[config.mk]
export PLATFORM = sky130hd
export DESIGN_NAME = bounded_ordered_list_engine
export DESIGN_NICKNAME = d
export VERILOG_FILES = /design/src/hdl/bole_pkg.sv /design/src/hdl/bole_cell.sv /design/src/hdl/bole_ctrl.sv /design/src/hdl/bounded_ordered_list_engine.sv
export SDC_FILE = /design/constraint.sdc
export NUM_CORES = 2
export LEC_CHECK = 0
export ABC_AREA = 0
export BUFFER_PORTS_ARGS = -buffer_cell sky130_fd_sc_hd__buf_2
export CAP_MARGIN = 20
export CORE_MARGIN = 3
export CORE_UTILIZATION = 46
export DETAILED_ROUTE_END_ITERATION = 10
export PLACE_DENSITY = 0.59
export SETUP_SLACK_MARGIN = 0.3
export SYNTH_ARGS = -nofsm -noshare
export SYNTH_HDL_FRONTEND = slang
export SYNTH_SLANG_ARGS = --single-unit
export TNS_END_PERCENT = 1
[constraint.sdc]
create_clock -name clk -period 12.9 [get_ports clk]
set_input_delay 0.645 -clock clk [delete_from_list [all_inputs] [get_ports clk]]
set_output_delay 0.645 -clock clk [all_outputs]
set_load 0.05 [all_outputs]
[src/hdl/bole_pkg.sv]
package bole_pkg;

    localparam int CAPACITY = 32;
    localparam int VAL_W    = 31;
    localparam int POS_W    = 6;
    localparam int COUNT_W  = 6;
    localparam int IDX_W    = $clog2(CAPACITY);
    localparam int CNT_W    = $clog2(CAPACITY + 1);
    localparam int CMP_W    = (CNT_W > POS_W) ? CNT_W : POS_W;

    typedef enum logic [2:0] {
        ACT_CLEAR      = 3'd0,
        ACT_PUSH_FRONT = 3'd1,
        ACT_PUSH_BACK  = 3'd2,
        ACT_INSERT_AT  = 3'd3,
        ACT_DELETE     = 3'd4,
        ACT_POP_FRONT  = 3'd5,
        ACT_POP_BACK   = 3'd6,
        ACT_DUMP       = 3'd7
    } act_t;

    typedef enum logic [2:0] {
        ST_OK          = 3'd0,
        ST_NOT_STARTED = 3'd1,
        ST_EMPTY       = 3'd2,
        ST_NOT_FOUND   = 3'd3,
        ST_BAD_POS     = 3'd4,
        ST_FULL        = 3'd5
    } status_t;

    typedef enum logic [1:0] {
        CELL_HOLD,
        CELL_INSERT,
        CELL_REMOVE,
        CELL_ROTATE
    } cell_op_t;

    typedef enum logic [1:0] {
        S_IDLE,
        S_DUMP,
        S_DELETE
    } state_t;

    typedef struct packed {
        cell_op_t           op;
        logic [CNT_W-1:0]   pos;
        logic [CNT_W-1:0]   count;
        logic [VAL_W-1:0]   value;
    } chain_cmd_t;

endpackage

[src/hdl/bole_cell.sv]
module bole_cell (
    input  logic                           clk,
    input  logic [bole_pkg::IDX_W-1:0]     cell_idx,
    input  bole_pkg::chain_cmd_t           cmd,
    input  logic [bole_pkg::VAL_W-1:0]     left_val,
    input  logic [bole_pkg::VAL_W-1:0]     right_val,
    input  logic [bole_pkg::VAL_W-1:0]     head_val,
    output logic [bole_pkg::VAL_W-1:0]     val
);

    logic [bole_pkg::VAL_W-1:0] val_reg;
    logic [bole_pkg::VAL_W-1:0] val_next;
    logic [bole_pkg::CNT_W:0]   idx_ext;
    logic [bole_pkg::CNT_W:0]   idx_plus;
    logic [bole_pkg::CNT_W:0]   pos_ext;
    logic [bole_pkg::CNT_W:0]   cnt_ext;

    assign idx_ext  = (bole_pkg::CNT_W + 1)'(cell_idx);
    assign idx_plus = idx_ext + 1'b1;
    assign pos_ext  = {1'b0, cmd.pos};
    assign cnt_ext  = {1'b0, cmd.count};

    always_comb
    begin
        val_next = val_reg;
        case (cmd.op)
            bole_pkg::CELL_INSERT:
            begin
                // entries at and past the gap move one place back
                if (idx_ext == pos_ext)
                    val_next = cmd.value;
                else if (idx_ext > pos_ext && idx_ext <= cnt_ext)
                    val_next = left_val;
            end
            bole_pkg::CELL_REMOVE:
            begin
                if (idx_ext >= pos_ext && idx_plus < cnt_ext)
                    val_next = right_val;
            end
            bole_pkg::CELL_ROTATE:
            begin
                // head wraps to the tail of the occupied part
                if (idx_plus < cnt_ext)
                    val_next = right_val;
                else if (idx_plus == cnt_ext)
                    val_next = head_val;
            end
            default:
            begin
                val_next = val_reg;
            end
        endcase
    end

    always_ff @(posedge clk)
    begin
        val_reg <= val_next;
    end

    assign val = val_reg;

endmodule

[src/hdl/bole_ctrl.sv]
module bole_ctrl (
    input  logic                           clk,
    input  logic                           rst_n,
    input  logic                           in_valid,
    output logic                           in_stall,
    input  logic [2:0]                     action,
    input  logic [bole_pkg::POS_W-1:0]     position,
    input  logic [bole_pkg::VAL_W-1:0]     element_value,
    output logic                           out_valid,
    input  logic                           out_stall,
    output logic [2:0]                     status,
    output logic [bole_pkg::COUNT_W-1:0]   entry_count_out,
    output logic [bole_pkg::VAL_W-1:0]     dumped_value,
    output logic                           last_of_run,
    input  logic [bole_pkg::VAL_W-1:0]     head_val,
    output bole_pkg::chain_cmd_t           cmd
);

    bole_pkg::state_t           state_reg;
    bole_pkg::state_t           state_next;
    logic [bole_pkg::CNT_W-1:0] count_reg;
    logic [bole_pkg::CNT_W-1:0] count_next;
    logic                       started_reg;
    logic                       started_next;
    logic [bole_pkg::CNT_W-1:0] rem_reg;
    logic [bole_pkg::CNT_W-1:0] rem_next;
    logic                       found_reg;
    logic                       found_next;
    logic [bole_pkg::VAL_W-1:0] target_reg;
    logic [bole_pkg::VAL_W-1:0] target_next;

    logic                       out_valid_reg;
    bole_pkg::status_t          status_reg;
    logic [bole_pkg::CNT_W-1:0] count_out_reg;
    logic [bole_pkg::VAL_W-1:0] value_out_reg;
    logic                       last_reg;

    logic                       emit;
    bole_pkg::status_t          emit_status;
    logic [bole_pkg::VAL_W-1:0] emit_value;
    logic                       emit_last;

    logic                       accept;
    logic                       slot_free;
    logic                       last_step;
    logic                       is_empty;
    logic                       is_full;
    logic                       bad_pos;
    bole_pkg::act_t             act;

    assign act       = bole_pkg::act_t'(action);
    assign slot_free = !out_valid_reg || !out_stall;
    assign in_stall  = (state_reg != bole_pkg::S_IDLE) || !slot_free;
    assign accept    = in_valid && !in_stall;
    assign last_step = (rem_reg == bole_pkg::CNT_W'(1));
    assign is_empty  = (count_reg == '0);
    assign is_full   = (count_reg >= bole_pkg::CNT_W'(bole_pkg::CAPACITY));
    assign bad_pos   = bole_pkg::CMP_W'(position) > bole_pkg::CMP_W'(count_reg);

    always_comb
    begin
        state_next = state_reg;
        unique case (state_reg)
            bole_pkg::S_IDLE:
            begin
                if (accept && act != bole_pkg::ACT_CLEAR && started_reg && !is_empty)
                begin
                    if (act == bole_pkg::ACT_DUMP)
                        state_next = bole_pkg::S_DUMP;
                    else if (act == bole_pkg::ACT_DELETE)
                        state_next = bole_pkg::S_DELETE;
                end
            end
            bole_pkg::S_DUMP,
            bole_pkg::S_DELETE:
            begin
                if (last_step && slot_free)
                    state_next = bole_pkg::S_IDLE;
            end
            default:
            begin
                state_next = bole_pkg::S_IDLE;
            end
        endcase
    end

    always_comb
    begin
        cmd.op       = bole_pkg::CELL_HOLD;
        cmd.pos      = '0;
        cmd.count    = count_reg;
        cmd.value    = element_value;
        count_next   = count_reg;
        started_next = started_reg;
        rem_next     = rem_reg;
        found_next   = found_reg;
        target_next  = target_reg;
        emit         = 1'b0;
        emit_status  = bole_pkg::ST_OK;
        emit_value   = '0;
        emit_last    = 1'b1;
        unique case (state_reg)
            bole_pkg::S_IDLE:
            begin
                if (accept)
                begin
                    if (act == bole_pkg::ACT_CLEAR)
                    begin
                        emit         = 1'b1;
                        count_next   = '0;
                        started_next = 1'b1;
                    end
                    else if (!started_reg)
                    begin
                        emit        = 1'b1;
                        emit_status = bole_pkg::ST_NOT_STARTED;
                    end
                    else
                    begin
                        unique case (act)
                            bole_pkg::ACT_PUSH_FRONT,
                            bole_pkg::ACT_PUSH_BACK,
                            bole_pkg::ACT_INSERT_AT:
                            begin
                                emit = 1'b1;
                                if (act == bole_pkg::ACT_INSERT_AT && bad_pos)
                                    emit_status = bole_pkg::ST_BAD_POS;
                                else if (is_full)
                                    emit_status = bole_pkg::ST_FULL;
                                else
                                begin
                                    cmd.op     = bole_pkg::CELL_INSERT;
                                    count_next = count_reg + 1'b1;
                                    if (act == bole_pkg::ACT_PUSH_BACK)
                                        cmd.pos = count_reg;
                                    else if (act == bole_pkg::ACT_INSERT_AT)
                                        cmd.pos = bole_pkg::CNT_W'(position);
                                end
                            end
                            bole_pkg::ACT_POP_FRONT,
                            bole_pkg::ACT_POP_BACK:
                            begin
                                emit = 1'b1;
                                if (is_empty)
                                    emit_status = bole_pkg::ST_EMPTY;
                                else
                                begin
                                    count_next = count_reg - 1'b1;
                                    if (act == bole_pkg::ACT_POP_FRONT)
                                        cmd.op = bole_pkg::CELL_REMOVE;
                                end
                            end
                            bole_pkg::ACT_DELETE,
                            bole_pkg::ACT_DUMP:
                            begin
                                if (is_empty)
                                begin
                                    emit        = 1'b1;
                                    emit_status = bole_pkg::ST_EMPTY;
                                end
                                else
                                begin
                                    rem_next    = count_reg;
                                    found_next  = 1'b0;
                                    target_next = element_value;
                                end
                            end
                            default:
                            begin
                                emit = 1'b0;
                            end
                        endcase
                    end
                end
            end
            bole_pkg::S_DUMP:
            begin
                // head goes out, then rotates to the tail
                if (slot_free)
                begin
                    emit       = 1'b1;
                    emit_value = head_val;
                    emit_last  = last_step;
                    cmd.op     = bole_pkg::CELL_ROTATE;
                    rem_next   = rem_reg - 1'b1;
                end
            end
            bole_pkg::S_DELETE:
            begin
                // each original entry passes the head once; the first match is dropped
                if (!last_step || slot_free)
                begin
                    rem_next = rem_reg - 1'b1;
                    if (!found_reg && head_val == target_reg)
                    begin
                        cmd.op     = bole_pkg::CELL_REMOVE;
                        count_next = count_reg - 1'b1;
                        found_next = 1'b1;
                    end
                    else
                        cmd.op = bole_pkg::CELL_ROTATE;
                    if (last_step)
                    begin
                        emit        = 1'b1;
                        emit_status = found_next ? bole_pkg::ST_OK : bole_pkg::ST_NOT_FOUND;
                    end
                end
            end
            default:
            begin
                emit = 1'b0;
            end
        endcase
    end

    always_ff @(posedge clk or negedge rst_n)
    begin
        if (!rst_n)
        begin
            state_reg     <= bole_pkg::S_IDLE;
            count_reg     <= '0;
            started_reg   <= 1'b0;
            rem_reg       <= '0;
            found_reg     <= 1'b0;
            out_valid_reg <= 1'b0;
        end
        else
        begin
            state_reg   <= state_next;
            count_reg   <= count_next;
            started_reg <= started_next;
            rem_reg     <= rem_next;
            found_reg   <= found_next;
            if (emit)
                out_valid_reg <= 1'b1;
            else if (!out_stall)
                out_valid_reg <= 1'b0;
        end
    end

    always_ff @(posedge clk)
    begin
        target_reg <= target_next;
        if (emit)
        begin
            status_reg    <= emit_status;
            count_out_reg <= count_next;
            value_out_reg <= emit_value;
            last_reg      <= emit_last;
        end
    end

    assign out_valid       = out_valid_reg;
    assign status          = status_reg;
    assign entry_count_out = bole_pkg::COUNT_W'(count_out_reg);
    assign dumped_value    = value_out_reg;
    assign last_of_run     = last_reg;

endmodule

[src/hdl/bounded_ordered_list_engine.sv]
// results: single-result actions answer in the cycle after acceptance; dump gives one
// entry per step and delete by value answers at its last step; both stall the input
// throughput: one single-result transaction per cycle unless a result is held; dump and
// delete rotate the cell chain past its head one step per cycle as the output allows
// reset: asynchronous, clears the entry count, the started flag and output valid;
// entry cells keep whatever they hold and are only read below the entry count
module bounded_ordered_list_engine (
    input  logic                           clk,
    input  logic                           rst_n,
    input  logic                           in_valid,
    output logic                           in_stall,
    input  logic [2:0]                     action,
    input  logic [bole_pkg::POS_W-1:0]     position,
    input  logic [bole_pkg::VAL_W-1:0]     element_value,
    output logic                           out_valid,
    input  logic                           out_stall,
    output logic [2:0]                     status,
    output logic [bole_pkg::COUNT_W-1:0]   entry_count_out,
    output logic [bole_pkg::VAL_W-1:0]     dumped_value,
    output logic                           last_of_run
);

    bole_pkg::chain_cmd_t       cmd;
    logic [bole_pkg::VAL_W-1:0] cell_val [bole_pkg::CAPACITY];

    bole_ctrl u_ctrl (
        .clk             (clk),
        .rst_n           (rst_n),
        .in_valid        (in_valid),
        .in_stall        (in_stall),
        .action          (action),
        .position        (position),
        .element_value   (element_value),
        .out_valid       (out_valid),
        .out_stall       (out_stall),
        .status          (status),
        .entry_count_out (entry_count_out),
        .dumped_value    (dumped_value),
        .last_of_run     (last_of_run),
        .head_val        (cell_val[0]),
        .cmd             (cmd)
    );

    for (genvar i = 0; i < bole_pkg::CAPACITY; i++)
    begin : g_cell
        logic [bole_pkg::VAL_W-1:0] left_val;
        logic [bole_pkg::VAL_W-1:0] right_val;

        if (i == 0)
        begin : g_first
            assign left_val = '0;
        end
        else
        begin : g_left
            assign left_val = cell_val[i-1];
        end

        if (i == bole_pkg::CAPACITY - 1)
        begin : g_last
            assign right_val = '0;
        end
        else
        begin : g_right
            assign right_val = cell_val[i+1];
        end

        bole_cell u_cell (
            .clk       (clk),
            .cell_idx  (bole_pkg::IDX_W'(i)),
            .cmd       (cmd),
            .left_val  (left_val),
            .right_val (right_val),
            .head_val  (cell_val[0]),
            .val       (cell_val[i])
        );
    end

endmodule

==> impl_metrics.sql <==
INSERT INTO impl_metrics (metric_group, metric, value, unit) VALUES
('finish', 'area_occupied_by_multi_input_gates', '31600', 'um2'),
('synth', 'netlist.top_cell.by_area', 'edfxtp_1', ''),
('drt', 'drt-wirelength-per-cell', '38.9', 'um'),
('synth', 'synth_top_cell_area_share', '48.4', '%'),
('timing', 'slew_headroom', '14.0', '%'),
('drt', 'drt-pass1-iter-count', '7', ''),
('clock_tree', 'cts_tree', 'done', ''),
('power_and_ir_drop', 'power-per-cell-area', '348', 'nW/um2'),
('die', 'die-width', '385', 'um'),
('finish', 'area.growth.synth_to_final', '10.4', '%'),
('synth', 'ys.warnings.count', '0', ''),
('die', 'die-height', '385', 'um'),
('die', 'row_count', '138', ''),
('global_routing', 'grt_max_degree', '203', ''),
('clock_tree', 'insertion_delay', '0.79', 'ns'),
('synth', 'syn-cell-area', '65900', 'um2'),
('drt', 'initialDrtViolationCount', '9440', ''),
('place', 'io_buffers', '86', ''),
('setup_path', 'critical_path_arrival', '6.77', 'ns'),
('drt', 'drt.antenna.violating_nets', '0', ''),
('timing', 'tightest_slew', '1.29', 'ns'),
('die', 'die_area', '148000', 'um2'),
('synth', 'ys_seq_elements', '1081', ''),
('place', 'gp_congestion', '0.987', ''),
('timing', 'tns', '0', 'ns'),
('drt', 'wl', '301000', 'um'),
('setup_path', 'cp_max_fo', '65', ''),
('finish', 'layoutNonFillerInstCount', '7736', ''),
('global_routing', 'number_of_antenna_violations_at_the_first_check_in_global_routing', '30', ''),
('clock_tree', 'cts_inserted_buffers', '130', ''),
('power_and_ir_drop', 'power_leakage', '26.6', 'nW'),
('synth', 'synth_flop_cell', 'edfxtp_1', ''),
('setup_path', 'crit_path_end_kind', 'register', ''),
('timing', 'final_hold_viol_count', '0', ''),
('die', 'floorplan.core_area', '142000', 'um2'),
('global_routing', 'first_global_vias', '51628', ''),
('place', 'post-place-ws', '6.75', 'ns'),
('setup_path', 'cp_data_required_time', '13.29', 'ns'),
('clock_tree', 'ctsLongestPathBuffers', '3', ''),
('run', 'max-cap-violations', '0', ''),
('clock_tree', 'clock_slew_seen_by_the_registers_of_the_worst_setup_and_hold_paths', '0.06', 'ns'),
('timing', 'timing.final.max_slew_violations', '0', ''),
('die', 'initial_core_util', '46.5', '%'),
('finish', 'fin_util', '51.3', '%'),
('finish', 'largest_reg_flops', '992', ''),
('finish', 'design.final.nets', '5794', ''),
('power_and_ir_drop', 'vdd_ir_drop_max', '0.000244', 'V'),
('synth', 'netlist-cell-type-count', '86', ''),
('synth', 'synth_enable_flop_cells', '1064', ''),
('timing', 'period_share', '49.4', '%'),
('setup_path', 'timing.critical_path.from_type', 'register', ''),
('timing', 'setup_repair_after_global_routing_missed_its_margin', 'false', ''),
('finish', 'post_route_cells_drive_above_1_share', '14.6', '%'),
('synth', 'post_synth.cell_area_avg', '11.0', 'um2'),
('finish', 'fillCellCount', '12579', ''),
('place', 'dpl.cell_count', '7482', ''),
('clock_tree', 'cts_root_buffer', 'clkbuf_16', ''),
('timing', 'fin_hold_ws', '0.374', 'ns'),
('synth', 'post_synth_inst_count', '6006', ''),
('timing', 'fin_crit', '6.38', 'ns'),
('global_routing', 'gr-usage-all-layers', '39.5', '%'),
('timing', 'fmax', '0.157', 'GHz'),
('clock_tree', 'cts_resized', '0', ''),
('global_routing', 'grt_pass1_wl', '414000', 'um'),
('timing', 'setup_violations', '0', ''),
('min_path', 'hp-class', 'input pin to async pin', ''),
('drt', 'drt-vias-per-instance', '7.22', ''),
('synth', 'number_of_nets_produced_by_synthesis', '6071', ''),
('setup_path', 'worstSetupPathType', 'register to register', ''),
('run_status', 'status', 'complete, no violations', ''),
('timing', 'worst_clock_skew', '0.0306', 'ns'),
('clock_tree', 'htreeDepth', '4', ''),
('clock_tree', 'clock_sink_count', '1081', ''),
('place', 'hpwl', '184000', 'um'),
('synth', 'synth.top_cells.by_area', 'edfxtp_1 (48%), mux2i_1 (16%), a211oi_1 (3.4%)', ''),
('drt', 'drc', '0', ''),
('global_routing', 'global_route.overflow_total', '0', ''),
('die', 'design.portCount', '87', ''),
('synth', 'yosysSeqAreaShare', '49.1', '%'),
('timing', 'post-route-worst-setup-slack', '6.52', 'ns'),
('synth', 'asyncSetResetFlopFracSynth', '1.57', '%'),
('finish', 'seq_area', '32400', 'um2'),
('drt', 'route.vias.total', '55891', '');
[cell type report]
type / count / share of cell area (%)
antenna: 14 / 0.0481
clock buffer: 167 / 4.78
timing repair buffer: 314 / 3.13
tap: 1890 / 3.25
sequential: 1081 / 44.5
multi-input combinational: 4180 / 43.4
inverter: 22 / 0.113
clock inverter: 68 / 0.763
[power breakdown]
part           switching, mW  total [mW]  internal [mW]
registers               1.50        8.65           7.15
logic                   9.03        13.1           4.02
clock network           1.60        3.63           2.03
total                   12.1        25.3           13.2
[metrics by stage]
stage | area (um2) | total power, mW
2_1_floorplan | 65900 | 15.8
3_3_place_gp | 68600 | 20.8
3_5_place_dp | 68600 | 21.0
4_1_cts | 72700 | 24.6
5_1_grt | 72800 | 26.1
6_report | 72800 | 25.3
[placed cells by master, fill, tap and decap left out, types with 17 or more instances in the layout]
cell and n:
ha_1 21, nor3_1 365, a22o_1 90, clkbuf_16 134, a21oi_1 344, clkbuf_1 33
clkinv_1 34, nor2b_1 68, inv_1 18, buf_4 216, nand4_1 17, a31oi_1 101
edfxtp_1 1064, a211oi_4 18, nor2_1 341, buf_2 86, a211oi_1 285, nand2_1 328
o221a_2 32, mux2_1 25, nand3_1 37, a221o_1 89, mux2_2 169, xor2_1 31
nor2_4 26, a221oi_1 221, o21ai_0 86, and2_1 159, mux2i_1 1026, o2bb2ai_1 31
or3_1 37
[worst max-delay path, stage by stage, from the launching register on]
cell and delay [ns]:
dfrtp_1 0.60, inv_1 0.33, ha_1 0.28, or4b_2 0.73, o21ai_2 0.30, o22ai_1 0.14
buf_4 0.21, nand2_4 0.66, buf_4 0.83, buf_4 0.70, a221oi_1 0.13, nor3_2 0.22
buf_4 0.61
[logic make-up (layout without fill, tap and decap cells)]
logic type,count (synthesis),in the layout,share of synthesized area (%)
compound gates,1429,1429,15.7
xor+xnor,34,34,0.452
fa+ha+maj,21,21,0.398
buf+inv,745,571,4.71
flops,1081,1081,49.1
mux,1220,1220,18.9
other cells,0,14,0
simple gates,1476,1476,10.7
[cells in the mapped netlist (104+ instances only)]
library cell,instances
a221oi_1,224
a21oi_1,358
edfxtp_1,1064
and2_1,159
a211oi_1,297
clkbuf_1,532
mux2_2,169
buf_2,134
nand2_1,331
nor3_1,369
a31oi_1,104
nor2_1,380
mux2i_1,1026
[final timing paths]
kind	slack [ns]	startpoint	end	cells past startpoint
max in group asynchronous	12.13	rst_n	u_ctrl.count_reg[5]	2
min in group clk	0.42	action[2]	u_ctrl.state_reg[0]	3
worst max register to register	6.52	u_ctrl.count_reg[0]	g_cell[2].u_cell.val[13]	12
worst min-delay path	0.37	rst_n	u_ctrl.count_reg[4]	2
worst max-delay path	6.52	u_ctrl.count_reg[0]	g_cell[2].u_cell.val[13]	12
worst min register to register	0.51	u_ctrl.rem_reg[1]	u_ctrl.rem_reg[1]	2
[routing by layer]
metal | global-route usage, % | vias to the layer above | share of wire [%] | routed length (um)
li1 | - | 22687 | - | -
met1 | 54.7 | 27758 | 39 | 118000
met2 | 52.8 | 4738 | 39 | 119000
met3 | 18.5 | 690 | 17 | 50200
met4 | 16.0 | 18 | 4.5 | 13700
met5 | 0 | - | 0.045 | 135
[what timing repair did]
action,in CTS,in global routing
hold buffers,1,0
setup buffers,0,0
endpoints found under the hold margin,17,0
Note: power is estimated with default switching activity, not from simulation.
